[config.mk]
export PLATFORM = sky130hd
export DESIGN_NAME = substring_search_whole_word_unit
export DESIGN_NICKNAME = d
export VERILOG_FILES = /design/src/rtl/core/ssww_pkg.sv /design/src/rtl/core/ssww_front.sv /design/src/rtl/core/ssww_queue.sv /design/src/rtl/core/ssww_back.sv /design/src/rtl/core/substring_search_whole_word_unit.sv
export SDC_FILE = /design/constraint.sdc
export NUM_CORES = 2
export LEC_CHECK = 0
export ABC_CLOCK_PERIOD_IN_PS = 10700
export BUFFER_PORTS_ARGS = -buffer_cell sky130_fd_sc_hd__buf_2
export CORE_ASPECT_RATIO = 0.5
export CORE_MARGIN = 4
export CORE_UTILIZATION = 48
export DETAILED_ROUTE_END_ITERATION = 10
export PLACE_DENSITY = 0.68
export SYNTH_ARGS = -nofsm -noshare
export SYNTH_HDL_FRONTEND = slang
export SYNTH_HIERARCHICAL = 1
export SYNTH_SLANG_ARGS = --single-unit
export TNS_END_PERCENT = 30
[constraint.sdc]
create_clock -name aclk -period 10.7 [get_ports aclk]
set_clock_uncertainty 0.15 [all_clocks]
set_input_delay 0.535 -clock aclk [delete_from_list [all_inputs] [get_ports aclk]]
set_output_delay 0.535 -clock aclk [all_outputs]
set_load 0.03 [all_outputs]
[src/rtl/core/ssww_pkg.sv]
`default_nettype none
// ----------------------------------------------------------------------------
// ssww_pkg: shared types and constants for the whole-word substring search
// Configuration bundle, queue entry layout and register indexes.
// ----------------------------------------------------------------------------
package ssww_pkg;

    // Configuration register indexes
    localparam logic [2:0] REG_PATTERN_LOW  = 3'd0;
    localparam logic [2:0] REG_PATTERN_HIGH = 3'd1;
    localparam logic [2:0] REG_PATTERN_LEN  = 3'd2;
    localparam logic [2:0] REG_IGNORE_CASE  = 3'd3;
    localparam logic [2:0] REG_WHOLE_WORD   = 3'd4;
    localparam logic [2:0] REG_MATCH_LIMIT  = 3'd5;

    // Pattern bytes held by the two pattern registers
    localparam int PAT_LOW_BYTES = 8;
    localparam int PAT_REG_BYTES = 16;

    // Count saturation value
    localparam logic [15:0] COUNT_MAX = 16'hFFFF;

    // Depth of the front-to-back queue
    localparam int Q_DEPTH = 2;

    typedef struct packed {
        logic [63:0] pattern_low;
        logic [63:0] pattern_high;
        logic [4:0]  pattern_length;
        logic        ignore_case;
        logic        whole_word;
        logic [15:0] match_limit;
    } cfg_t;

    // Classified byte handed from front to back
    typedef struct packed {
        logic        late_hit;   // match ending on the previous byte
        logic        end_hit;    // match ending on this (last) byte
        logic        last;       // this byte ends the text
        logic [31:0] late_pos;
        logic [31:0] end_pos;
    } q_entry_t;

endpackage
`default_nettype wire

[src/rtl/core/ssww_front.sv]
`default_nettype none
// ----------------------------------------------------------------------------
// ssww_front: byte intake and match classification
// Keeps the byte history, compares it against the aligned pattern and pushes
// candidate matches and end-of-text markers into the queue.
// ----------------------------------------------------------------------------
module ssww_front #(
    parameter int MAX_PATTERN = 16
) (
    input  wire logic              aclk,
    input  wire logic              aresetn,
    input  wire ssww_pkg::cfg_t    cfg,
    input  wire logic              s_valid,
    output logic                   s_ready,
    input  wire logic [7:0]        s_text_byte,
    input  wire logic              s_last_byte,
    input  wire logic              q_full,
    output logic                   q_push,
    output ssww_pkg::q_entry_t     q_entry
);

    localparam int HD  = MAX_PATTERN + 1;
    localparam int LW  = $clog2(MAX_PATTERN + 1);
    localparam int FW  = $clog2(HD + 1);
    localparam int PIW = (MAX_PATTERN > 1) ? $clog2(MAX_PATTERN) : 1;

    function automatic logic [7:0] fold(input logic [7:0] c, input logic ic);
        if (ic && c >= "A" && c <= "Z") begin
            return c | 8'h20;
        end
        return c;
    endfunction

    function automatic logic is_word(input logic [7:0] c);
        return (c >= "A" && c <= "Z") || (c >= "a" && c <= "z") ||
               (c >= "0" && c <= "9");
    endfunction

    logic [7:0]    hist_reg [HD];
    logic [FW-1:0] fill_reg;
    logic [31:0]   pos_reg;

    logic [7:0]    pat_b   [MAX_PATTERN];
    logic [7:0]    rev     [MAX_PATTERN];
    logic [LW-1:0] rev_idx [MAX_PATTERN];
    logic [LW-1:0] len;
    logic [LW-1:0] len_m1;
    logic          late_eq;
    logic          end_eq;
    logic          late_cand;
    logic          end_cand;
    logic          accept;

    // Pattern bytes from the two configuration words
    for (genvar g = 0; g < MAX_PATTERN; g++) begin : g_pat
        if (g < ssww_pkg::PAT_LOW_BYTES) begin : g_low
            assign pat_b[g] = cfg.pattern_low[8*g +: 8];
        end else if (g < ssww_pkg::PAT_REG_BYTES) begin : g_high
            assign pat_b[g] = cfg.pattern_high[8*(g-ssww_pkg::PAT_LOW_BYTES) +: 8];
        end else begin : g_zero
            assign pat_b[g] = 8'h00;
        end
    end

    // Effective length, clipped to the window
    always_comb begin
        if (32'(cfg.pattern_length) > MAX_PATTERN) begin
            len = LW'(MAX_PATTERN);
        end else begin
            len = LW'(cfg.pattern_length);
        end
        len_m1 = len - LW'(1);
    end

    // Pattern reversed so that rev[0] is its last byte
    always_comb begin
        for (int k = 0; k < MAX_PATTERN; k++) begin
            rev_idx[k] = len - LW'(k) - LW'(1);
            rev[k]     = (LW'(k) < len) ? pat_b[rev_idx[k][PIW-1:0]] : 8'h00;
        end
    end

    // Parallel compare: late aligns on history, end aligns on current byte
    always_comb begin
        late_eq = 1'b1;
        end_eq  = (fold(s_text_byte, cfg.ignore_case) == fold(rev[0], cfg.ignore_case));
        for (int k = 0; k < MAX_PATTERN; k++) begin
            if (LW'(k) < len &&
                fold(hist_reg[k], cfg.ignore_case) != fold(rev[k], cfg.ignore_case)) begin
                late_eq = 1'b0;
            end
        end
        for (int k = 0; k < MAX_PATTERN - 1; k++) begin
            if (LW'(k + 1) < len &&
                fold(hist_reg[k], cfg.ignore_case) != fold(rev[k+1], cfg.ignore_case)) begin
                end_eq = 1'b0;
            end
        end
    end

    // Fill and word-boundary qualification
    always_comb begin
        late_cand = (len != '0) && (32'(len) <= 32'(fill_reg)) && late_eq;
        if (cfg.whole_word) begin
            if (is_word(s_text_byte)) begin
                late_cand = 1'b0;
            end
            if (32'(len) < 32'(fill_reg) && is_word(hist_reg[len])) begin
                late_cand = 1'b0;
            end
        end
        end_cand = (len != '0) && (32'(len) <= 32'(fill_reg) + 32'd1) && end_eq;
        if (cfg.whole_word && 32'(len) <= 32'(fill_reg) && is_word(hist_reg[len_m1])) begin
            end_cand = 1'b0;
        end
    end

    assign s_ready = !q_full;
    assign accept  = s_valid && s_ready;
    assign q_push  = accept && (late_cand || s_last_byte);

    always_comb begin
        q_entry.late_hit = late_cand;
        q_entry.end_hit  = end_cand;
        q_entry.last     = s_last_byte;
        q_entry.late_pos = pos_reg - 32'(len);
        q_entry.end_pos  = pos_reg - 32'(len) + 32'd1;
    end

    // Stream state: fill level and byte offset
    always_ff @(posedge aclk) begin
        if (!aresetn) begin
            fill_reg <= '0;
            pos_reg  <= '0;
        end else if (accept) begin
            if (s_last_byte) begin
                fill_reg <= '0;
                pos_reg  <= '0;
            end else begin
                if (fill_reg < FW'(HD)) begin
                    fill_reg <= fill_reg + FW'(1);
                end
                pos_reg <= pos_reg + 32'd1;
            end
        end
    end

    // History window; entries beyond the fill level are never used
    always_ff @(posedge aclk) begin
        if (accept && !s_last_byte) begin
            hist_reg[0] <= s_text_byte;
            for (int i = 1; i < HD; i++) begin
                hist_reg[i] <= hist_reg[i-1];
            end
        end
    end

endmodule
`default_nettype wire

[src/rtl/core/ssww_queue.sv]
`default_nettype none
// ----------------------------------------------------------------------------
// ssww_queue: short queue between front and back
// Two-entry FIFO of classified bytes; push and pop may share a cycle.
// ----------------------------------------------------------------------------
module ssww_queue (
    input  wire logic               aclk,
    input  wire logic               aresetn,
    input  wire logic               q_push,
    input  wire ssww_pkg::q_entry_t q_entry,
    output logic                    q_full,
    input  wire logic               q_pop,
    output logic                    q_empty,
    output ssww_pkg::q_entry_t      q_head
);

    localparam int CW = $clog2(ssww_pkg::Q_DEPTH + 1);
    localparam int PW = $clog2(ssww_pkg::Q_DEPTH);

    ssww_pkg::q_entry_t slot_reg [ssww_pkg::Q_DEPTH];
    logic [PW-1:0]      wr_ptr_reg;
    logic [PW-1:0]      rd_ptr_reg;
    logic [CW-1:0]      count_reg;
    logic               do_push;
    logic               do_pop;

    assign q_full  = (count_reg == CW'(ssww_pkg::Q_DEPTH));
    assign q_empty = (count_reg == '0);
    assign q_head  = slot_reg[rd_ptr_reg];
    assign do_push = q_push && !q_full;
    assign do_pop  = q_pop && !q_empty;

    // Pointers and occupancy
    always_ff @(posedge aclk) begin
        if (!aresetn) begin
            wr_ptr_reg <= '0;
            rd_ptr_reg <= '0;
            count_reg  <= '0;
        end else begin
            if (do_push) begin
                wr_ptr_reg <= wr_ptr_reg + PW'(1);
            end
            if (do_pop) begin
                rd_ptr_reg <= rd_ptr_reg + PW'(1);
            end
            if (do_push && !do_pop) begin
                count_reg <= count_reg + CW'(1);
            end else if (do_pop && !do_push) begin
                count_reg <= count_reg - CW'(1);
            end
        end
    end

    // Entry storage
    always_ff @(posedge aclk) begin
        if (do_push) begin
            slot_reg[wr_ptr_reg] <= q_entry;
        end
    end

endmodule
`default_nettype wire

[src/rtl/core/ssww_back.sv]
`default_nettype none
// ----------------------------------------------------------------------------
// ssww_back: match limiting and result output
// Applies the match limit and count, emits the late match and the end item,
// and holds each result in an output register until it is taken.
// ----------------------------------------------------------------------------
module ssww_back (
    input  wire logic               aclk,
    input  wire logic               aresetn,
    input  wire logic [15:0]        match_limit,
    input  wire logic               q_empty,
    input  wire ssww_pkg::q_entry_t q_head,
    output logic                    q_pop,
    output logic                    m_valid,
    input  wire logic               m_ready,
    output logic                    m_match_found,
    output logic [31:0]             m_match_position,
    output logic                    m_search_done,
    output logic [15:0]             m_matches_so_far
);

    function automatic logic [15:0] sat_inc(input logic [15:0] c);
        return (c < ssww_pkg::COUNT_MAX) ? c + 16'd1 : c;
    endfunction

    logic        m_valid_reg;
    logic        m_valid_next;
    logic        m_found_reg;
    logic        m_found_next;
    logic [31:0] m_pos_reg;
    logic [31:0] m_pos_next;
    logic        m_done_reg;
    logic        m_done_next;
    logic [15:0] m_count_reg;
    logic [15:0] m_count_next;

    logic [15:0] cnt_reg;
    logic [15:0] cnt_next;
    logic        stop_reg;
    logic        stop_next;
    logic        phase_reg;   // late part of the head entry already sent
    logic        phase_next;

    logic        can_load;
    logic        may;
    logic        late_rep;
    logic [15:0] cnt_late;
    logic        end_rep;
    logic [15:0] cnt_end;

    assign can_load = !m_valid_reg || m_ready;
    assign may      = !stop_reg && (match_limit == 16'd0 || cnt_reg < match_limit);
    assign late_rep = q_head.late_hit && may;
    assign cnt_late = sat_inc(cnt_reg);
    assign end_rep  = q_head.end_hit && may;
    assign cnt_end  = end_rep ? sat_inc(cnt_reg) : cnt_reg;

    // Result sequencing for the head entry
    always_comb begin
        q_pop        = 1'b0;
        cnt_next     = cnt_reg;
        stop_next    = stop_reg;
        phase_next   = phase_reg;
        m_valid_next = m_valid_reg && !m_ready;
        m_found_next = m_found_reg;
        m_pos_next   = m_pos_reg;
        m_done_next  = m_done_reg;
        m_count_next = m_count_reg;
        if (!q_empty) begin
            if (!phase_reg && late_rep) begin
                if (can_load) begin
                    m_valid_next = 1'b1;
                    m_found_next = 1'b1;
                    m_pos_next   = q_head.late_pos;
                    m_done_next  = 1'b0;
                    m_count_next = cnt_late;
                    cnt_next     = cnt_late;
                    stop_next    = stop_reg ||
                                   (match_limit != 16'd0 && cnt_late >= match_limit);
                    if (q_head.last) begin
                        phase_next = 1'b1;
                    end else begin
                        q_pop = 1'b1;
                    end
                end
            end else if (q_head.last) begin
                // End item; stream counters return to reset after it
                if (can_load) begin
                    m_valid_next = 1'b1;
                    m_found_next = end_rep;
                    m_pos_next   = end_rep ? q_head.end_pos : 32'd0;
                    m_done_next  = 1'b1;
                    m_count_next = cnt_end;
                    cnt_next     = 16'd0;
                    stop_next    = 1'b0;
                    phase_next   = 1'b0;
                    q_pop        = 1'b1;
                end
            end else begin
                // Candidate blocked by the limit: drop it
                q_pop = 1'b1;
            end
        end
    end

    // Control state
    always_ff @(posedge aclk) begin
        if (!aresetn) begin
            m_valid_reg <= 1'b0;
            cnt_reg     <= 16'd0;
            stop_reg    <= 1'b0;
            phase_reg   <= 1'b0;
        end else begin
            m_valid_reg <= m_valid_next;
            cnt_reg     <= cnt_next;
            stop_reg    <= stop_next;
            phase_reg   <= phase_next;
        end
    end

    // Output payload
    always_ff @(posedge aclk) begin
        m_found_reg <= m_found_next;
        m_pos_reg   <= m_pos_next;
        m_done_reg  <= m_done_next;
        m_count_reg <= m_count_next;
    end

    assign m_valid          = m_valid_reg;
    assign m_match_found    = m_found_reg;
    assign m_match_position = m_pos_reg;
    assign m_search_done    = m_done_reg;
    assign m_matches_so_far = m_count_reg;

endmodule
`default_nettype wire

[src/rtl/core/substring_search_whole_word_unit.sv]
// A byte's result is held in a queue slot and then in the output register
// (a match itself is decided on the byte that follows it). Throughput: 1
// byte per cycle while the queue is not full, set by the combinational
// window compare in the front; a last byte that yields both a late match
// and an end item gives two results in the back. Synchronous active-low reset
// clears stream state, queue and output valid flag, loads register defaults.
`default_nettype none
// ----------------------------------------------------------------------------
// substring_search_whole_word_unit: streaming pattern search
// Front classifies each text byte against the pattern window, a short queue
// decouples it from the back, which applies the match limit and reports.
// ----------------------------------------------------------------------------
module substring_search_whole_word_unit #(
    parameter int MAX_PATTERN = 16
) (
    input  wire logic        aclk,
    input  wire logic        aresetn,
    // Configuration write port
    input  wire logic        cfg_we,
    input  wire logic [2:0]  cfg_addr,
    input  wire logic [63:0] cfg_wdata,
    // Text byte input
    input  wire logic        s_valid,
    output logic             s_ready,
    input  wire logic [7:0]  s_text_byte,
    input  wire logic        s_last_byte,
    // Result output
    output logic             m_valid,
    input  wire logic        m_ready,
    output logic             m_match_found,
    output logic [31:0]      m_match_position,
    output logic             m_search_done,
    output logic [15:0]      m_matches_so_far
);

    ssww_pkg::cfg_t     cfg_reg;
    logic               q_push;
    logic               q_pop;
    logic               q_full;
    logic               q_empty;
    ssww_pkg::q_entry_t q_entry;
    ssww_pkg::q_entry_t q_head;

    // Configuration registers
    always_ff @(posedge aclk) begin
        if (!aresetn) begin
            cfg_reg.pattern_low    <= 64'd0;
            cfg_reg.pattern_high   <= 64'd0;
            cfg_reg.pattern_length <= 5'd1;
            cfg_reg.ignore_case    <= 1'b0;
            cfg_reg.whole_word     <= 1'b0;
            cfg_reg.match_limit    <= 16'd1;
        end else if (cfg_we) begin
            unique case (cfg_addr)
                ssww_pkg::REG_PATTERN_LOW:  cfg_reg.pattern_low    <= cfg_wdata;
                ssww_pkg::REG_PATTERN_HIGH: cfg_reg.pattern_high   <= cfg_wdata;
                ssww_pkg::REG_PATTERN_LEN:  cfg_reg.pattern_length <= cfg_wdata[4:0];
                ssww_pkg::REG_IGNORE_CASE:  cfg_reg.ignore_case    <= cfg_wdata[0];
                ssww_pkg::REG_WHOLE_WORD:   cfg_reg.whole_word     <= cfg_wdata[0];
                ssww_pkg::REG_MATCH_LIMIT:  cfg_reg.match_limit    <= cfg_wdata[15:0];
                default: begin
                end
            endcase
        end
    end

    ssww_front #(
        .MAX_PATTERN (MAX_PATTERN)
    ) u_front (
        .aclk        (aclk),
        .aresetn     (aresetn),
        .cfg         (cfg_reg),
        .s_valid     (s_valid),
        .s_ready     (s_ready),
        .s_text_byte (s_text_byte),
        .s_last_byte (s_last_byte),
        .q_full      (q_full),
        .q_push      (q_push),
        .q_entry     (q_entry)
    );

    ssww_queue u_queue (
        .aclk    (aclk),
        .aresetn (aresetn),
        .q_push  (q_push),
        .q_entry (q_entry),
        .q_full  (q_full),
        .q_pop   (q_pop),
        .q_empty (q_empty),
        .q_head  (q_head)
    );

    ssww_back u_back (
        .aclk             (aclk),
        .aresetn          (aresetn),
        .match_limit      (cfg_reg.match_limit),
        .q_empty          (q_empty),
        .q_head           (q_head),
        .q_pop            (q_pop),
        .m_valid          (m_valid),
        .m_ready          (m_ready),
        .m_match_found    (m_match_found),
        .m_match_position (m_match_position),
        .m_search_done    (m_search_done),
        .m_matches_so_far (m_matches_so_far)
    );

`ifndef ASSERT_OFF
    // A result without a match carries no position
    a_nomatch_pos: assert property (@(posedge aclk) disable iff (!aresetn)
        m_valid && !m_match_found |-> m_match_position == 32'd0)
        else $error("position set on a result without a match");

    // A reported match is always counted
    a_match_counted: assert property (@(posedge aclk) disable iff (!aresetn)
        m_valid && m_match_found |-> m_matches_so_far != 16'd0)
        else $error("match reported with zero count");

    // The count restarts after the end item of a text
    a_count_restart: assert property (@(posedge aclk) disable iff (!aresetn)
        m_valid && m_ready && m_search_done |=>
            !m_valid || !m_match_found || m_matches_so_far == 16'd1)
        else $error("match count not restarted after end of text");
`endif

endmodule
`default_nettype wire
==> impl_results.md <==
- Status: complete, but fails checks
- Violated checks: max-capacitance violations
- Layout cells sized above 1: 15.35%
- Post-layout minimum cycle time: 8.360 ns
- Final Hold Fails: 0
- Root Buffer Master: clkbuf_16
- PwrDens: 152.3 nW/um^2
- Vias: 36210
- Period utilisation layout: 78.13%
- CP max-delay cell: nand2b_1
- #FFs+latches synth: 532
- Crit-path leading delay family: simple AND/OR/NAND/NOR gates
- Post-synth ARST share: 0%
- Setup bufs post-CTS: 0
- Maxcap violations: 1
- Leakage: 0.01549 uW
- Gpl congestion: 1.087
- Synth cell types: 118
- Hold bufs inserted after CTS: 3
- Post-synthesis cell count: 4044
- TritonCTS clock tree: yes
- Placement Cell Area: 41030 um^2
- Crit-path cells: nand2b_1 -> inv_4 -> xnor2_4 -> buf_4 -> mux4_2 -> o22ai_1 -> xnor2_1 -> nand4_1 -> o41ai_1 -> and3_1 -> o2111ai_1 -> and4bb_1 -> nand4b_1 -> o41ai_2 -> and3_2 -> buf_4
- Port Buffers: 132
- Critical path launch point type: flip-flop
- Ys flop type: edfxtp_1
- Net Count, Synth: 4186
- Iteration-0 DRC count of the detailed router: 5716
- Buffers & Inverters on Critical Path: 3
- RSZ-0062 raised after global routing: no
- Slew headroom: 1.502%
- Via/cell ratio: 6.992
- ANT nets after route: 0
- Fin area: 42700 um^2
- Crit path capture type: flip-flop
- Total iterations of the first detailed-routing run: 8
- Slew Viols, Final: 0
- Clk buf depth: 3
- CP arrival: 8.52 ns
- Fmax: 0.1196 GHz
- Largest net degree at the start of global routing: 117
- Vias in the first global route: 33200
- H-tree levels: 2
- CP max FO: 30
- Most common cell on crit path: buf_4
- Critical path type: flip-flop to flip-flop
- Req. time, crit path: 10.86 ns
- Slew @ Worst Pin: 1.462 ns
- Average wire per standard cell: 33.61 um
- Most frequent cells in the layout: 471 x nand2_1, 368 x mux2i_1, 320 x edfxtp_1, 234 x nor2_1, 207 x dfxtp_1
- Initial antenna violation count: 12
- Die Width: 415.1 um
- Sequential-to-total area share from yosys stat: 34.83%
- Final Total Pwr: 6505 uW
- Height of the die: 211.5 um
- TNS Setup: 0 ns
- Mapped cell area: 39770 um^2
- Syn Area/Cell: 9.835 um^2
- CORE AREA: 81850 um^2
- Max incr delay on CP: 0.85 ns
- Max reg flops: 151
- First-pass GRT wire length: 243600 um
- Final nets: 4167
- CTS resizes: 0
- Yosys Warn Count: 6
- Maximum vdd drop: 153.4 uV
- Clock-pin slew on the worst setup and hold paths: 0.06 ns
- Min-delay worst type: input port to flip-flop
- # DRC: 0
- Die area: 87810 um^2
- Area growth, synth to finish: 7.358%
- GR Overflow Total: 0
- Gr usage total: 38.10%
- Cell Rows: 74
- I/O Pins: 133
- Drt total wl: 174100 um
- Detail Placement HPWL: 130500 um
- Most common cell after layout, fill and taps aside: nand2_1
- Worst skew pair latency: 0.68 ns
- Final setup fails: 0
- Clock sink count: 532
- Post-synth EDFFs: 320
- Initial Utilization: 48.59%
- Total CTS buffers: 49
cells in the mapped netlist, types with 18 or more instances:
cell / number / area [um^2]
nand2_1: 471 / 1768
mux2i_1: 368 / 3684
edfxtp_1: 320 / 9609
nor2_1: 235 / 882.1
dfxtp_1: 212 / 4244
xnor2_1: 163 / 1428
a21oi_1: 154 / 770.7
xor2_1: 144 / 1261
clkbuf_1: 137 / 514.2
mux4_2: 132 / 2973
o21ai_0: 130 / 650.6
mux2_2: 98 / 1104
nor3_1: 90 / 450.4
o22ai_1: 89 / 556.8
nand3_1: 88 / 440.4
inv_1: 85 / 319.1
buf_2: 69 / 345.3
ha_1: 61 / 763.2
nand4_1: 60 / 375.4
nor4_1: 49 / 306.5
a31oi_1: 39 / 244.0
a22o_1: 38 / 332.8
a22oi_1: 38 / 285.3
nor3b_1: 35 / 262.8
buf_4: 34 / 255.2
nand2b_1: 33 / 206.5
or3_1: 32 / 200.2
mux2_1: 30 / 337.8
nor2b_1: 30 / 187.7
a21o_1: 29 / 217.7
a211oi_1: 28 / 210.2
buf_1: 27 / 101.4
and3_1: 25 / 156.4
buf_6: 24 / 270.3
o21a_1: 21 / 157.7
o211ai_1: 20 / 150.1
o221ai_1: 19 / 166.4
a221oi_1: 18 / 157.7
a2bb2oi_1: 18 / 157.7
and2_1: 18 / 112.6
final timing paths:
path / slack [ns] / from / depth (start not counted) / endpoint
max reg2reg: 2.34 / cfg_reg[22] / 16 / u_queue/slot_reg[1][36]
min reg2reg: 0.32 / u_front/hist_reg[14][5] / 0 / u_front/hist_reg[15][5]
min: 0.02 / s_text_byte[2] / 1 / u_front/hist_reg[0][2]
max: 2.34 / cfg_reg[22] / 16 / u_queue/slot_reg[1][36]
routing by layer:
metal | routed length [um] | vias to the layer above | track usage [%]
met5 | 321 | - | 1.960
met1 | 72190 | 17940 | 52.20
met4 | 6350 | 16 | 12.05
li1 | - | 15270 | -
met3 | 27570 | 464 | 19.66
met2 | 67620 | 2520 | 51.50
where the power goes:
group	leakage, uW	internal, uW	switching, uW
Combinational	0.0101	684	1240
Clock	0.000775	960	830
Sequential	0.00463	2530	265
Total	0.0155	4170	2330
layout make-up:
type | count | area (um^2)
Fill cell | 7321 | 39150
Multi-Input combinational cell | 3118 | 23970
Sequential cell | 532 | 13860
Timing Repair Buffer | 233 | 1498
Tap cell | 1102 | 1379
Clock buffer | 60 | 1267
Inverter | 91 | 350.3
Clock inverter | 30 | 334.1
Antenna cell | 13 | 32.53
worst reg2reg max path, delay by kind of cell, from the launching register on:
family	cells	cell delay [ns]
AOI/OAI and AO/OA	4	1.85
xor gates and xnor gates	2	0.93
buffers and inverters	3	1.18
DFF	1	0.64
muxes	1	0.56
and+or+nand+nor	6	2.74
kinds of logic after synthesis:
logic type | Yosys count | synth area share [%]
DFF | 532 | 34.83
and+or+nand+nor | 1262 | 15.52
muxes | 628 | 20.36
xor gates and xnor gates | 309 | 6.871
adders and majority gates | 63 | 1.969
AOI/OAI and AO/OA | 856 | 15.25
buffers and inverters | 394 | 5.194
through the flow:
step	cells	utilization, %	setup WS, ns	hold WS, ns
5_1_grt	5167	52.13	2.243	0.01373
6_report	5179	52.17	2.340	0.02440
2_1_floorplan	4044	-	1.409	0.2706
4_1_cts	5166	52.12	2.531	0.0001306
3_3_place_gp	5073	50.13	2.783	0.3158
3_5_place_dp	5073	50.13	2.570	0.3263
No activity file was read; power rests on OpenSTA's default activity.
